<file path="config.mk">
export PLATFORM = sky130hd
export DESIGN_NAME = mpst_ram
export DESIGN_NICKNAME = d
export VERILOG_FILES = /design/src/hw/rtl/mpst_ram.sv
export SDC_FILE = /design/constraint.sdc
export NUM_CORES = 1
export LEC_CHECK = 0
export BUFFER_PORTS_ARGS = -buffer_cell sky130_fd_sc_hd__clkbuf_2
export CAP_MARGIN = 20
export CORE_MARGIN = 4
export CORE_UTILIZATION = 60
export CTS_CLUSTER_SIZE = 12
export DETAILED_ROUTE_END_ITERATION = 10
export MAX_ROUTING_LAYER = met4
export PLACE_DENSITY = 0.78
export SLEW_MARGIN = 20
export SYNTH_ARGS = -nofsm -noshare
export SYNTH_HDL_FRONTEND = slang
export SYNTH_SLANG_ARGS = --single-unit
</file>
<file path="constraint.sdc">
create_clock -name clk_i -period 4.1 [get_ports clk_i]
set_clock_uncertainty 0.15 [all_clocks]
set_input_delay 0.615 -clock clk_i [delete_from_list [all_inputs] [get_ports clk_i]]
set_output_delay 0.615 -clock clk_i [all_outputs]
set_load 0.01 [all_outputs]
</file>
<file path="src/hw/rtl/mpst_ram.sv">
// Generic single-write, single-read synchronous RAM with registered read data.
// No dependencies.
module mpst_ram #(
  parameter int unsigned WIDTH = 8,
  parameter int unsigned DEPTH = 16
) (
  input  logic                                   clk_i,
  input  logic                                   we_i,
  input  logic [(DEPTH > 1 ? $clog2(DEPTH) : 1)-1:0] waddr_i,
  input  logic [WIDTH-1:0]                       wdata_i,
  input  logic                                   re_i,
  input  logic [(DEPTH > 1 ? $clog2(DEPTH) : 1)-1:0] raddr_i,
  output logic [WIDTH-1:0]                       rdata_o
);
  logic [WIDTH-1:0] mem_q [DEPTH];
  logic [WIDTH-1:0] rdata_q;

  always_ff @(posedge clk_i) begin
    if (we_i) begin
      mem_q[waddr_i] <= wdata_i;
    end
    if (re_i) begin
      rdata_q <= mem_q[raddr_i];
    end
  end

  assign rdata_o = rdata_q;
endmodule

</file>
==> results.py <==
metrics = {
    "synth": {
        "yosysWarningCount": 0,
        "syn-instance-count": 229,
        "synth_top_area_frac": 0.781,
        "syn_nets": 248,
        "yosys.area.top_type": "sky130_fd_sc_hd__edfxtp_1",
        "most_frequent_cell_after_synthesis": "sky130_fd_sc_hd__edfxtp_1",
        "seq_area_frac_synth": 0.781,
        "area_contributors_post_synth": "sky130_fd_sc_hd__edfxtp_1 78%, sky130_fd_sc_hd__mux4_2 7.8%, sky130_fd_sc_hd__mux4_1 7.0%",
        "synthesized_area_per_cell_um2": 22.8,
        "synth_top_cells_by_count": "136 x sky130_fd_sc_hd__edfxtp_1, 18 x sky130_fd_sc_hd__mux4_2, 16 x sky130_fd_sc_hd__a22oi_1",
        "ffs_latches_synth": 136,
        "ys.flop_type": "sky130_fd_sc_hd__edfxtp_1",
        "synth_enable_flop_cells": 136,
        "yosysUniqueCellTypes": 18,
        "ys_async_sr_fraction": 0,
        "synth.cell_area_mm2": 0.00523,
    },
    "clock_network": {
        "post_cts_hold_buffer_count": 0,
        "clk_latency_ns": 0.51,
        "cts_made_buffers": 17,
        "cts_tree": "yes",
        "cts-root-buf": "sky130_fd_sc_hd__clkbuf_8",
        "post-cts-setup-buffer-count": 0,
        "h-tree-depth": 4,
        "cts.clk_slew.worst_paths_ns": 0.06,
        "cts_repair_resize_count": 0,
        "clock_sinks": 136,
        "cts_buffer_depth": 2,
    },
    "die": {
        "fp.dieW_um": 101,
        "die_h_um": 101,
        "io_pins": 27,
        "starting_density": 0.627,
        "dieArea_mm2": 0.0103,
        "core_region_area_mm2": 0.00834,
        "std_cell_rows": 33,
    },
    "power_and_ir_drop": {
        "internal-power_mw": 2.54,
        "peakVddDrop_mv": 0.352,
        "power_after_layout_mw": 3.18,
        "p_sw_mw": 0.637,
        "power.share.sequential": 0.496,
        "power.share.switching": 0.200,
        "power.combinational.fraction": 0.044,
        "power_density_mw_per_mm2": 529,
        "clockPowerShare": 0.461,
        "power_leakage_nw": 2.01,
    },
    "drt": {
        "average_vias_per_placed_instance": 6.29,
        "detailedRoute.firstIterationViolations": 305,
        "drc_errors": 0,
        "post_drt_wl_per_cell_um": 26.8,
        "finalWirelength_um": 10300,
        "overall_via_count_from_detail_route": 2427,
        "detail-route-antenna-nets": 0,
        "firstDrtPassIters": 5,
    },
    "sta": {
        "maxSlewViolCount": 0,
        "rsz0062_at_grt": "no",
        "fmax_mhz": 512,
        "min_period_ns": 1.95,
        "worst_slew_pin_slew_ns": 1.07,
        "final_hold_viol_count": 0,
        "final_worst_path_period_share": 0.477,
        "max-slew-margin-rel": 0.281,
        "report.final.setup_viol": 0,
        "setup_ws_ns": 2.15,
        "setup_tns_ns": 0,
    },
    "setup_path": {
        "cpLargestDelayFamily": "buffers and inverters",
        "cp_cell_sequence": "clkbuf_2 > mux4_1 > a22oi_1 > nand2_1",
        "worst-setup-path-type": "in2reg",
        "critical_path.max_fanout": 32,
        "slowest_library_cell_on_the_worst_path": "sky130_fd_sc_hd__clkbuf_2",
        "timing.critical_path.slowest_cell_delay_ns": 0.65,
        "timing.critical_path.to_type": "register",
        "timing.critical_path.arrival_ns": 2.06,
        "critical_path_buf_inv_count": 1,
        "crit_path_launch_type": "input port",
        "crit_required_ns": 4.20,
    },
    "global_routing": {
        "largest_net_degree_at_the_start_of_global_routing": 33,
        "gr-usage-all-layers": 0.231,
        "grt_overflow": 0,
        "wire_length_of_the_first_global_routing_pass_um": 15800,
        "antenna_found_initial": 0,
        "first_global_vias": 2582,
    },
    "final_layout": {
        "area_delta_synth_final_pct": 15.1,
        "multi_input_comb_area_mm2": 0.00107,
        "num-fill-cells": 490,
        "n_diodes": 0,
        "post-route-util": 0.722,
        "finalNetCount": 287,
        "final_layout_size_suffix_gt1_frac": 0.281,
        "layout.area.seq_mm2": 0.00408,
    },
    "placement": {
        "gp_congestion": 0.771,
        "place_ws_ns": 1.61,
        "portBuffers": 26,
        "post-dp-hpwl_um": 6020,
    },
    "worst_hold_path": {
        "worstHoldPathType": "in2reg",
    },
    "flow_run": {
        "maxCapViolations": 0,
    },
    "status": {
        "run_status": "finished clean",
    },
}
[per-layer routing]
metal  share of wire  up-vias  global-route usage
li1                -     1065                   -
met1            0.43     1243               0.321
met2            0.51      105               0.350
met3           0.047       14              0.0386
met4           0.014        0              0.0879
met5               0        -                   -
[power by group through the flow]
| stage | registers, mW | clock network (mW) | logic [mW] |
|---|---|---|---|
| after CTS | 1.58 | 1.47 | 0.141 |
| after global routing | 1.58 | 1.55 | 0.150 |
| after floorplan | 1.60 | 0 | 0.0791 |
| final | 1.58 | 1.47 | 0.139 |
| after global placement | 1.60 | 0 | 0.134 |
| after detailed placement | 1.60 | 0 | 0.138 |
[kinds of logic after synthesis]
kind of cell    after synthesis  share of synthesized area
compound gates               16                     0.0230
buf+inv                      10                     0.0165
simple gates                 35                     0.0314
flops                       136                      0.781
mux                          32                      0.148
[area by class of cell]
type                    instances  share of cell area
well taps                     105              0.0218
flip-flops and latches        136               0.679
clock buffers                  19              0.0701
repair buffers                 30              0.0266
multi-input cells              83               0.177
clock inverters                13              0.0256
[per-stage QoR]
stage / hold WS [ns] / instances / instance area, um2
detailed placement: 0.595 / 354 / 5440
CTS: 0.355 / 386 / 6020
global route: 0.352 / 386 / 6020
global placement: 0.571 / 354 / 5440
floorplan: 0.555 / 229 / 5230
finish: 0.359 / 386 / 6020
[cell usage in the layout, fill, tap and decap left out]
master,n
sky130_fd_sc_hd__nand3_1,1
sky130_fd_sc_hd__nor3_2,2
sky130_fd_sc_hd__mux4_1,14
sky130_fd_sc_hd__and2b_1,1
sky130_fd_sc_hd__nor2b_1,1
sky130_fd_sc_hd__clkinv_4,2
sky130_fd_sc_hd__edfxtp_1,136
sky130_fd_sc_hd__clkbuf_2,26
sky130_fd_sc_hd__clkbuf_16,16
sky130_fd_sc_hd__clkinvlp_4,2
sky130_fd_sc_hd__clkinv_1,2
sky130_fd_sc_hd__nand2b_1,2
sky130_fd_sc_hd__nor2_1,13
sky130_fd_sc_hd__a22oi_1,16
sky130_fd_sc_hd__nand3b_1,2
sky130_fd_sc_hd__clkinv_2,3
sky130_fd_sc_hd__bufinv_16,3
sky130_fd_sc_hd__nand2_1,9
sky130_fd_sc_hd__nor3_1,2
sky130_fd_sc_hd__and2_1,1
sky130_fd_sc_hd__inv_6,1
sky130_fd_sc_hd__buf_4,4
sky130_fd_sc_hd__or3b_2,1
sky130_fd_sc_hd__mux4_2,18
sky130_fd_sc_hd__clkbuf_8,1
sky130_fd_sc_hd__clkbuf_1,2
[final timing paths]
check             slack (ns)         start    endpoint  cells after the start
hold reg to reg         0.61  mem_q[13][3]  rdata_o[3]                      3
setup reg to reg        2.40   mem_q[1][5]  rdata_o[5]                      3
setup / recovery        2.15    raddr_i[1]  rdata_o[5]                      4
hold / removal          0.36          re_i  rdata_o[1]                      1
[registers in the layout (all words and copies together) (netlist names)]
register and count:
mem_q 128, rdata_o 8
[worst register-to-register path, cell delays in order (launching register included)]
cell and delay (ns):
sky130_fd_sc_hd__edfxtp_1 0.41, sky130_fd_sc_hd__mux4_1 0.54, sky130_fd_sc_hd__a22oi_1 0.25, sky130_fd_sc_hd__nand2_1 0.10
Note: power is estimated with default switching activity, not from simulation.
