$ cat src/hw/rtl/mpst_pkg.sv
// Shared types, codes and decode helpers for the MessagePack stream tokenizer.
// No dependencies; mpst_skid, the top level and the checker use scoped names, tb imports it.
package mpst_pkg;

  localparam int unsigned MaxNestingDef = 256;
  localparam logic [8:0]  DepthLimitRst = 9'd256;

  typedef enum logic [1:0] {
    PH_TAG     = 2'd0,
    PH_HDR     = 2'd1,
    PH_EXTTYPE = 2'd2,
    PH_PAYLOAD = 2'd3
  } phase_e;

  typedef enum logic [3:0] {
    K_NIL     = 4'd0,
    K_BOOL    = 4'd1,
    K_UINT    = 4'd2,
    K_INT     = 4'd3,
    K_F32     = 4'd4,
    K_F64     = 4'd5,
    K_STR     = 4'd6,
    K_BIN     = 4'd7,
    K_EXT     = 4'd8,
    K_ARRAY   = 4'd9,
    K_MAP     = 4'd10,
    K_PAYLOAD = 4'd11,
    K_ERROR   = 4'd12
  } kind_e;

  typedef enum logic [3:0] {
    ERR_OK      = 4'd0,
    ERR_TAG     = 4'd1,
    ERR_DEPTH   = 4'd2,
    ERR_SCALAR  = 4'd3,
    ERR_STR     = 4'd4,
    ERR_BIN     = 4'd5,
    ERR_EXT     = 4'd6,
    ERR_ARRAY   = 4'd7,
    ERR_MAP     = 4'd8,
    ERR_MISSING = 4'd9
  } err_e;

  typedef enum logic [2:0] {
    ACT_NONE,
    ACT_EMIT,
    ACT_LEAF,
    ACT_OPEN,
    ACT_BYTES,
    ACT_FAIL
  } act_e;

  typedef struct packed {
    kind_e             kind;
    logic [63:0]       value;
    logic [31:0]       length;
    logic signed [7:0] xtype;
    err_e              code;
    logic [8:0]        level;
    logic              done;
  } token_t;

  // Error code of the item family a tag opens.
  function automatic err_e family_code(input logic [7:0] t);
    err_e r;
    case (t) inside
      [8'hA0:8'hBF], [8'hD9:8'hDB]: r = ERR_STR;
      [8'hC4:8'hC6]:                r = ERR_BIN;
      [8'hC7:8'hC9], [8'hD4:8'hD8]: r = ERR_EXT;
      [8'h90:8'h9F], 8'hDC, 8'hDD:  r = ERR_ARRAY;
      [8'h80:8'h8F], 8'hDE, 8'hDF:  r = ERR_MAP;
      default:                      r = ERR_SCALAR;
    endcase
    return r;
  endfunction

  // Number of big-endian header bytes after a tag.
  function automatic logic [3:0] header_len(input logic [7:0] t);
    logic [3:0] r;
    case (t) inside
      8'hC4, 8'hC7, 8'hCC, 8'hD0, 8'hD9:               r = 4'd1;
      8'hC5, 8'hC8, 8'hCD, 8'hD1, 8'hDA, 8'hDC, 8'hDE: r = 4'd2;
      8'hC6, 8'hC9, 8'hCA, 8'hCE, 8'hD2, 8'hDB, 8'hDD, 8'hDF: r = 4'd4;
      default:                                          r = 4'd8;
    endcase
    return r;
  endfunction

endpackage

$ cat src/hw/rtl/mpst_skid.sv
// Two-entry output buffer for tokens: output register plus skid register.
// Depends on mpst_pkg for token_t.
module mpst_skid (
  input  logic            clk_i,
  input  logic            rst_ni,
  input  logic            push_i,
  input  mpst_pkg::token_t tok_i,
  output logic            full_o,
  output logic            valid_o,
  input  logic            ready_i,
  output mpst_pkg::token_t tok_o
);
  logic             out_v_q, out_v_d, skid_v_q, skid_v_d;
  mpst_pkg::token_t out_q, out_d, skid_q, skid_d;

  always_comb begin
    out_v_d  = out_v_q;
    skid_v_d = skid_v_q;
    out_d    = out_q;
    skid_d   = skid_q;
    if (!out_v_q || ready_i) begin
      if (skid_v_q) begin
        out_v_d  = 1'b1;
        out_d    = skid_q;
        skid_v_d = push_i;
        skid_d   = tok_i;
      end else begin
        out_v_d = push_i;
        out_d   = tok_i;
      end
    end else if (push_i) begin
      skid_v_d = 1'b1;
      skid_d   = tok_i;
    end
  end

  always_ff @(posedge clk_i or negedge rst_ni) begin
    if (!rst_ni) begin
      out_v_q  <= 1'b0;
      skid_v_q <= 1'b0;
    end else begin
      out_v_q  <= out_v_d;
      skid_v_q <= skid_v_d;
    end
  end

  always_ff @(posedge clk_i) begin
    out_q  <= out_d;
    skid_q <= skid_d;
  end

  assign full_o  = skid_v_q;
  assign valid_o = out_v_q;
  assign tok_o   = out_q;
endmodule

$ cat config.mk
export PLATFORM = sky130hd
export DESIGN_NAME = mpst_skid
export DESIGN_NICKNAME = d
export VERILOG_FILES = /design/src/hw/rtl/mpst_pkg.sv /design/src/hw/rtl/mpst_skid.sv
export SDC_FILE = /design/constraint.sdc
export NUM_CORES = 1
export LEC_CHECK = 0
export BUFFER_PORTS_ARGS = -buffer_cell sky130_fd_sc_hd__buf_4
export CAP_MARGIN = 40
export CORE_MARGIN = 2
export CORE_UTILIZATION = 30
export CTS_CLUSTER_DIAMETER = 50
export DETAILED_ROUTE_END_ITERATION = 16
export MAX_ROUTING_LAYER = met4
export PLACE_DENSITY = 0.5
export SKIP_CTS_REPAIR_TIMING = 1
export SLEW_MARGIN = 40
export SYNTH_ARGS = -nofsm -noshare
export SYNTH_HDL_FRONTEND = slang
export SYNTH_SLANG_ARGS = --single-unit
$ cat constraint.sdc
create_clock -name clk_i -period 3.9 [get_ports clk_i]
set_clock_uncertainty 0.05 [all_clocks]
set_input_delay 0.585 -clock clk_i [delete_from_list [all_inputs] [get_ports clk_i]]
set_output_delay 0.585 -clock clk_i [all_outputs]
set_load 0.02 [all_outputs]
==> summary by stage, run 1 <==
Drt
Using the TritonRoute via totals, the vias-per-cell ratio works out to 4.30. The final route contains 4,619 vias. The detailed-routing iteration count for the pre-antenna-repair pass is 4. Wires add up to 18.8 mm. The post-route antenna net violation count is 0. The detailed-route wire length per cell is 17.5 um. The DRC violation total after the first TritonRoute iteration is 238. The remaining design rule violation count is 0.

Cells and area
The multi-input gate area in the final layout is 1600 sq um. The layout cell share with drive strength beyond 1 is 62.4%. The area taken by flip-flops and latches is 7380 sq um. The count of filler cells inserted in the layout is 2,638. The net count reported at finish is 785. Relative to the synthesized area, the layout overhead comes to 37.6%. The repair_antennas step left the layout with diodes totalling 0. Excluding fillers, the count of instances in the completed layout stands at 1,073.

STA
The total of endpoints with negative setup slack in the final report is 0. The worst path meets setup with 1.15 ns of slack. Setup repair after global routing left no endpoint under its margin.

The total count of max-transition violations in the final report is 0. In the final timing run, aggregate negative setup slack is 0 ns. Of the available clock period, the critical path in the final layout requires 70.6%. At the pin with the least slew margin, the transition time is 0.633 ns.

The final critical delay including setup and external delays is 2.75 ns. The number of hold violations in the final report is 0. Derived from the worst setup path, the maximum achievable clock frequency is 363 MHz. The worst relative slew slack is 57.8%.

GRT
The aggregate global routing overflow is 0. The most used routing layer in global routing is met2. The maximum number of pins on one net before global-route repair is 79.

The first global-routing pass estimated 27.8 mm of wire. For this run, global-route usage on met3 was measured as 3.86%. The via count of the first global-routing pass came to 4,866. The global-route total usage across every layer is 11.7%.

The met1 layer usage reported by global route is 14.8%. The number of antenna violations at the first check in global routing is 0. The routing usage on met2 is 18.0%.

Logic synthesis
The number of instances in the synthesized netlist is 387. The average instance in the mapped netlist occupies 23.5 sq um. Synthesis produced a netlist with a net count of 513. The number of synthesized register bits is 246. The unique cell type count in the Yosys netlist is 10. The sequential-to-total area share from yosys stat is 81.2%. The cell area that synthesis handed to floorplanning was 9080 sq um. During synthesis, Yosys emitted a total of 0 warnings.

Worst setup path
Of all nets on the critical path, the largest fanout is 78. The endpoint of the worst register-to-register path is skid_q[112]. The startpoint type of the worst setup path is a flip-flop. The data arrival time of the critical path is 2.12 ns. In this run the register-to-register setup slack is 1.66 ns.

The startpoint of the worst register-to-register path is valid_o. The depth of the worst register-to-register path is 3. The worst setup path is captured at a primary output. The endpoint required time on the critical path is 3.26 ns.

The worst setup path category is flip-flop to primary output.

Pwr
Across the VDD grid, the largest voltage drop is 243 uV. In this run the power density over the cells is 586 nW/um^2. The reported leakage power is 0.00485 uW.

Placement
The number of placed instances with taps included is 1,015. The setup slack after placement is 1.34 ns. After legalization and detailed placement, the total HPWL measured 12.1 mm. The number of port buffers is 249. The final RePlAce weighted congestion is 0.696.

Clocking
In this run the deepest clock path goes through 3 buffers. Counting every sink on the clock net gives 246. The clock-pin transition on the worst setup and hold timing paths is 0.06 ns.

The clock network latency to the later pin of the worst-skew pair is 0.54 ns. Buffers inserted during clock tree synthesis total 30. In this run the clock root is driven by a sky130_fd_sc_hd__clkbuf_16. TritonCTS built the clock tree. CTS built an H-tree with a depth of 1.

Die
The initial utilization of the core area, before any placement, comes to 30.6%. The die height is 178 um. In this run the count of I/O pins placed on the die edge is 250. In this run the standard cell core region covers 29,700 sq um. The floorplan has 63 rows.

From left edge to right edge, the die measures 178 um. The die covers 31,700 sq um.

Run status
The run finished with clean final reports.

Min path
The min-delay analysis places its worst path in the category input pin to flip-flop. Along the worst hold path, the cell count comes to 1. For hold timing, the worst endpoint is skid_q[119].

In this run the most critical hold path is launched from tok_i[119].

Flow run
The tool flagged a number of max-cap violations equal to 0.
-- placed cells by master (no fill, tap or decap), types with 3 or more instances in the layout --
cell                        Yosys  layout
sky130_fd_sc_hd__clkinv_1       0       4
sky130_fd_sc_hd__mux2_2        75      74
sky130_fd_sc_hd__bufinv_16      0       5
sky130_fd_sc_hd__inv_6          0       4
sky130_fd_sc_hd__clkbuf_1       0       5
sky130_fd_sc_hd__buf_12         0       3
sky130_fd_sc_hd__mux2_4        48      48
sky130_fd_sc_hd__buf_4          0     249
sky130_fd_sc_hd__inv_8          0       3
sky130_fd_sc_hd__edfxtp_1     244     244
sky130_fd_sc_hd__clkbuf_16      0      31
-- power by group --
part           switching, uW  internal [uW]
combinational            529            502
sequential              94.3           3290
clock                   1100           1800
total                   1730           5590
-- routing by layer --
| metal | wire length, um | part of all wire, % |
|---|---|---|
| met5 | 0 | 0 |
| met3 | 1590 | 8.5 |
| met2 | 8940 | 48 |
| met4 | 493 | 2.6 |
| met1 | 7790 | 41 |
-- worst max-delay path, cell delays in order, from the launching register on --
cell,delay (ns)
sky130_fd_sc_hd__dfrtp_4,0.61
sky130_fd_sc_hd__buf_12,0.29
sky130_fd_sc_hd__buf_12,0.38
sky130_fd_sc_hd__buf_4,0.24
-- sequential cells by signal (all words and copies together) (netlist names) --
register	count
skid_q	122
full_o	1
tok_o	122
valid_o	1
-- final cells by class --
class	instances	share of cell area [%]
sequential	246	59.0
inverter	1	0.0701
tap	390	3.90
clock inverter	20	2.07
clock buffer	36	6.36
multi-input combinational	126	12.8
timing repair buffer	254	15.7
-- through the flow --
step,cell area [sq um],power [uW],hold slack (ns),util (%)
2_1_floorplan,9080,4020,0.239,-
3_3_place_gp,11400,4460,0.319,38.3
3_5_place_dp,11400,4490,0.320,38.4
4_1_cts,12500,7430,-0.264,42.0
5_1_grt,12500,7620,0.141,42.1
6_report,12500,7320,0.181,42.1
-- logic make-up after synthesis --
group                    synth area share, %
flip-flops                              81.2
adder cells (fa/ha/maj)                0.124
multiplexers                            17.2
buffers and inverters                   1.29
AND/OR/NAND/NOR                        0.138
-- how the worst max path moves through the flow --
stage                       start         end  slack, ns  cells after the start
after floorplan           ready_i    tok_o[0]       0.35                      2
after global placement    ready_i  skid_q[62]       1.39                      3
after detailed placement  ready_i  skid_q[62]       1.34                      4
after CTS                  full_o      full_o       0.86                      2
after global routing       full_o      full_o       0.99                      3
final                      full_o      full_o       1.15                      3
-- cells in the mapped netlist --
library cell,instances,share of area (%)
sky130_fd_sc_hd__nor2b_1,1,0.069
sky130_fd_sc_hd__mux2_4,48,7.9
sky130_fd_sc_hd__dfrtp_1,2,0.55
sky130_fd_sc_hd__maj3_2,1,0.12
sky130_fd_sc_hd__edfxtp_1,244,81
sky130_fd_sc_hd__or3_1,1,0.069
sky130_fd_sc_hd__mux2_2,75,9.3
sky130_fd_sc_hd__buf_6,7,0.87
sky130_fd_sc_hd__inv_1,1,0.041
sky130_fd_sc_hd__buf_2,7,0.39
No activity file was read; power rests on OpenSTA's default activity.
==> inputs of run 2 (changes only) <==
--- a/config.mk
+++ b/config.mk
@@ -12,7 +12,7 @@
 export CTS_CLUSTER_DIAMETER = 50
 export DETAILED_ROUTE_END_ITERATION = 16
 export MAX_ROUTING_LAYER = met4
-export PLACE_DENSITY = 0.5
+export PLACE_DENSITY = 0.51
 export SKIP_CTS_REPAIR_TIMING = 1
 export SLEW_MARGIN = 40
 export SYNTH_ARGS = -nofsm -noshare
==> constraint.sdc (replaced) <==
create_clock -name clk_i -period 2.4 [get_ports clk_i]
set_clock_uncertainty 0.05 [all_clocks]
set_input_delay 0.36 -clock clk_i [delete_from_list [all_inputs] [get_ports clk_i]]
set_output_delay 0.36 -clock clk_i [all_outputs]
set_load 0.02 [all_outputs]
==> summary by stage, run 2 (synthesis gave the netlist of run 1 again) <==
Run status
The flow ran to the end, and the final reports show no timing, DRC or antenna violations.

Placement
The number of placed instances with taps included is 1,018 (+0.30%). The post-placement cell area is 11,500 sq um (+0.44%). The number of port buffers is 249 (unchanged).

The final RePlAce weighted congestion came to 0.697 (+0.16%). The detailed placement HPWL is 12.3 mm (+1.8%).

STA
The worst relative slew slack came to 57.0% (-0.79 points). The highest achievable clock rate is 513 MHz. The measured slew at the worst slew-check pin is 0.644 ns (+0.0119 ns).

The total of endpoints with negative setup slack in the final report is 0 (unchanged). The total count of max-transition violations in the final report came to 0 (unchanged). The number of hold violations in the final report is 0 (unchanged). The final total negative setup slack was 0 ns (unchanged). Setup repair after global routing left no endpoint under its margin.

After layout, the minimum clock period comes to 1.95 ns. The ratio of final minimum period to clock period is 81.2%.

Clocking
The number of H-tree levels is 1 (unchanged). TritonCTS built the clock tree. The clock tree buffer depth is 3 (unchanged). The clock sink total came to 246 (unchanged). The number of clock buffers inserted by TritonCTS is 30 (unchanged). In this run the clock root is driven by a sky130_fd_sc_hd__clkbuf_16. The clock network latency to the later pin of the worst-skew pair was 0.54 ns (about the same). The clock-pin transition on the worst setup and hold timing paths came to 0.06 ns (about the same).

Pwr
The peak ir drop on the vdd network is 536 uV (+120%). The internal cell power is 8770 uW (+57%). The switching share of power was 24.1% (+0.46 points). The sequential share of power is 47.4% (+1.2 points). The clock network power share came to 36.4% (-3.3 points). The share of total power in combinational logic is 16.2% (+2.1 points). The power density over cell area came to 847 nW/um^2 (+45%).

The reported leakage power is 0.00533 uW (+9.9%). The net switching power of the design is 2780 uW (+61%).

Worst setup path
The endpoint required time on the critical path was 1.99 ns (-1.27 ns). STA classifies the critical path endpoint as a primary output. The critical path in this run is classified as flip-flop to primary output. The data arrival time of the critical path is 1.54 ns (-0.58 ns). The critical-path maximum fanout is 61 (-22%). STA classifies the critical path startpoint as a flip-flop. The depth of the worst register-to-register path came to 3 (unchanged).

Die
The die height came to 178 um (unchanged). The count of boundary I/O pins is 250 (unchanged). The number of cell rows is 63 (unchanged). The initial standard-cell utilization of the core is 30.6% (unchanged). The chip width is 178 um (unchanged). The die outline area is 31,700 sq um (unchanged). The total core area is 29,700 sq um (unchanged).

GRT
The global-route total usage across every layer is 11.5% (-0.14 points). The maximum number of pins on one net before global-route repair is 77 (-2.5%). The aggregate global routing overflow is 0 (unchanged). The via count of the first global-routing pass is 4,860 (-0.12%). The number of antenna violations at the first check in global routing is 0 (unchanged). The first-pass GRT wire length was 27.5 mm (-1.1%).

Drt
The detailed-route wire length per cell is 16.3 um (-6.9%). The DRC violation total after the first TritonRoute iteration was 194 (-18%). The post-route antenna net violation count is 0 (unchanged). The remaining design rule violation count is 0 (unchanged). The post-detailed-routing wire length is 19.5 mm (+3.7%). The detailed-route via count came to 5,067 (+9.7%). The detailed-routing iteration count for the pre-antenna-repair pass is 4 (unchanged). The ratio of routed vias to standard cells is 4.24 (-1.5%).

Cells and area
The final design area excluding fillers was 13,600 sq um (+9.0%). Leaving out fill and tap cells, the most frequent cell in the layout is sky130_fd_sc_hd__buf_4. In the layout the commonest cells are sky130_fd_sc_hd__buf_4, sky130_fd_sc_hd__edfxtp_1, sky130_fd_sc_hd__dlygate4sd3_1, sky130_fd_sc_hd__mux2_2, sky130_fd_sc_hd__mux2_4. The non-filler instance count after layout is 1,195 (+11%). The layout cell share with drive strength beyond 1 came to 53.2% (-9.1 points). The net count reported at finish was 910 (+16%). From synthesis to final layout, the design area changed by 50.1%.

Flow run
The total of max-cap violations came to 0 (unchanged).

Min path
The class of the most critical hold timing path is input pin to async pin.
-- run 2: per-layer routing --
layer  vias to the layer above  share of wire (%)  global-route usage [%]
met2                       180                 49                    18.0
met1                      2500                 40                    13.9
met3                        37                8.6                    4.24
li1                       2350                  -                       -
met5                         -                  0                       -
met4                         0                2.5                    3.83
-- run 2: power by group through the flow --
stage | Sequential, uW | Clock (uW) | Combinational (uW)
after detailed placement | 5570 | 0 | 1730
final | 5480 | 4200 | 1870
after global placement | 5560 | 0 | 1700
after floorplan | 5890 | 0 | 641
after global routing | 5530 | 4510 | 2000
after CTS | 5490 | 4310 | 1730
-- run 2: worst paths after layout --
check                      slack, ns         from    endpoint
setup / recovery                0.45       full_o      full_o
hold / removal                  0.13       rst_ni      full_o
min in group clk_i              0.25      ready_i     valid_o
hold reg to reg                 0.49  skid_q[116]  tok_o[116]
max in group asynchronous       2.07       rst_ni     valid_o
setup reg to reg                0.63      valid_o  skid_q[52]
-- run 2: area by class of cell --
| class | count | area, sq um |
|---|---|---|
| antenna | 1 | 2.50 |
| clock buffer | 36 | 795 |
| clock inverter | 16 | 126 |
| fill | 2532 | 16100 |
| inverter | 1 | 7.51 |
| multi-input combinational | 126 | 1610 |
| sequential | 246 | 7380 |
| tap | 390 | 488 |
| timing repair buffer | 379 | 3220 |
-- run 2: per-stage QoR --
stage          total power, uW  hold WS, ns  worst slack [ns]  utilization (%)
2_1_floorplan             6530       0.0144            -0.476                -
3_3_place_gp              7260        0.104             0.578             38.6
3_5_place_dp              7300        0.103             0.539             38.6
4_1_cts                  11500       -0.483             0.390             41.7
5_1_grt                  12000        0.124             0.362             45.9
6_report                 11500        0.129             0.450             45.9
-- run 2: worst max-delay path, stage by stage, from the launching register on --
cell                      delay (ns)
sky130_fd_sc_hd__dfrtp_4        0.45
sky130_fd_sc_hd__buf_12         0.31
sky130_fd_sc_hd__buf_4          0.21
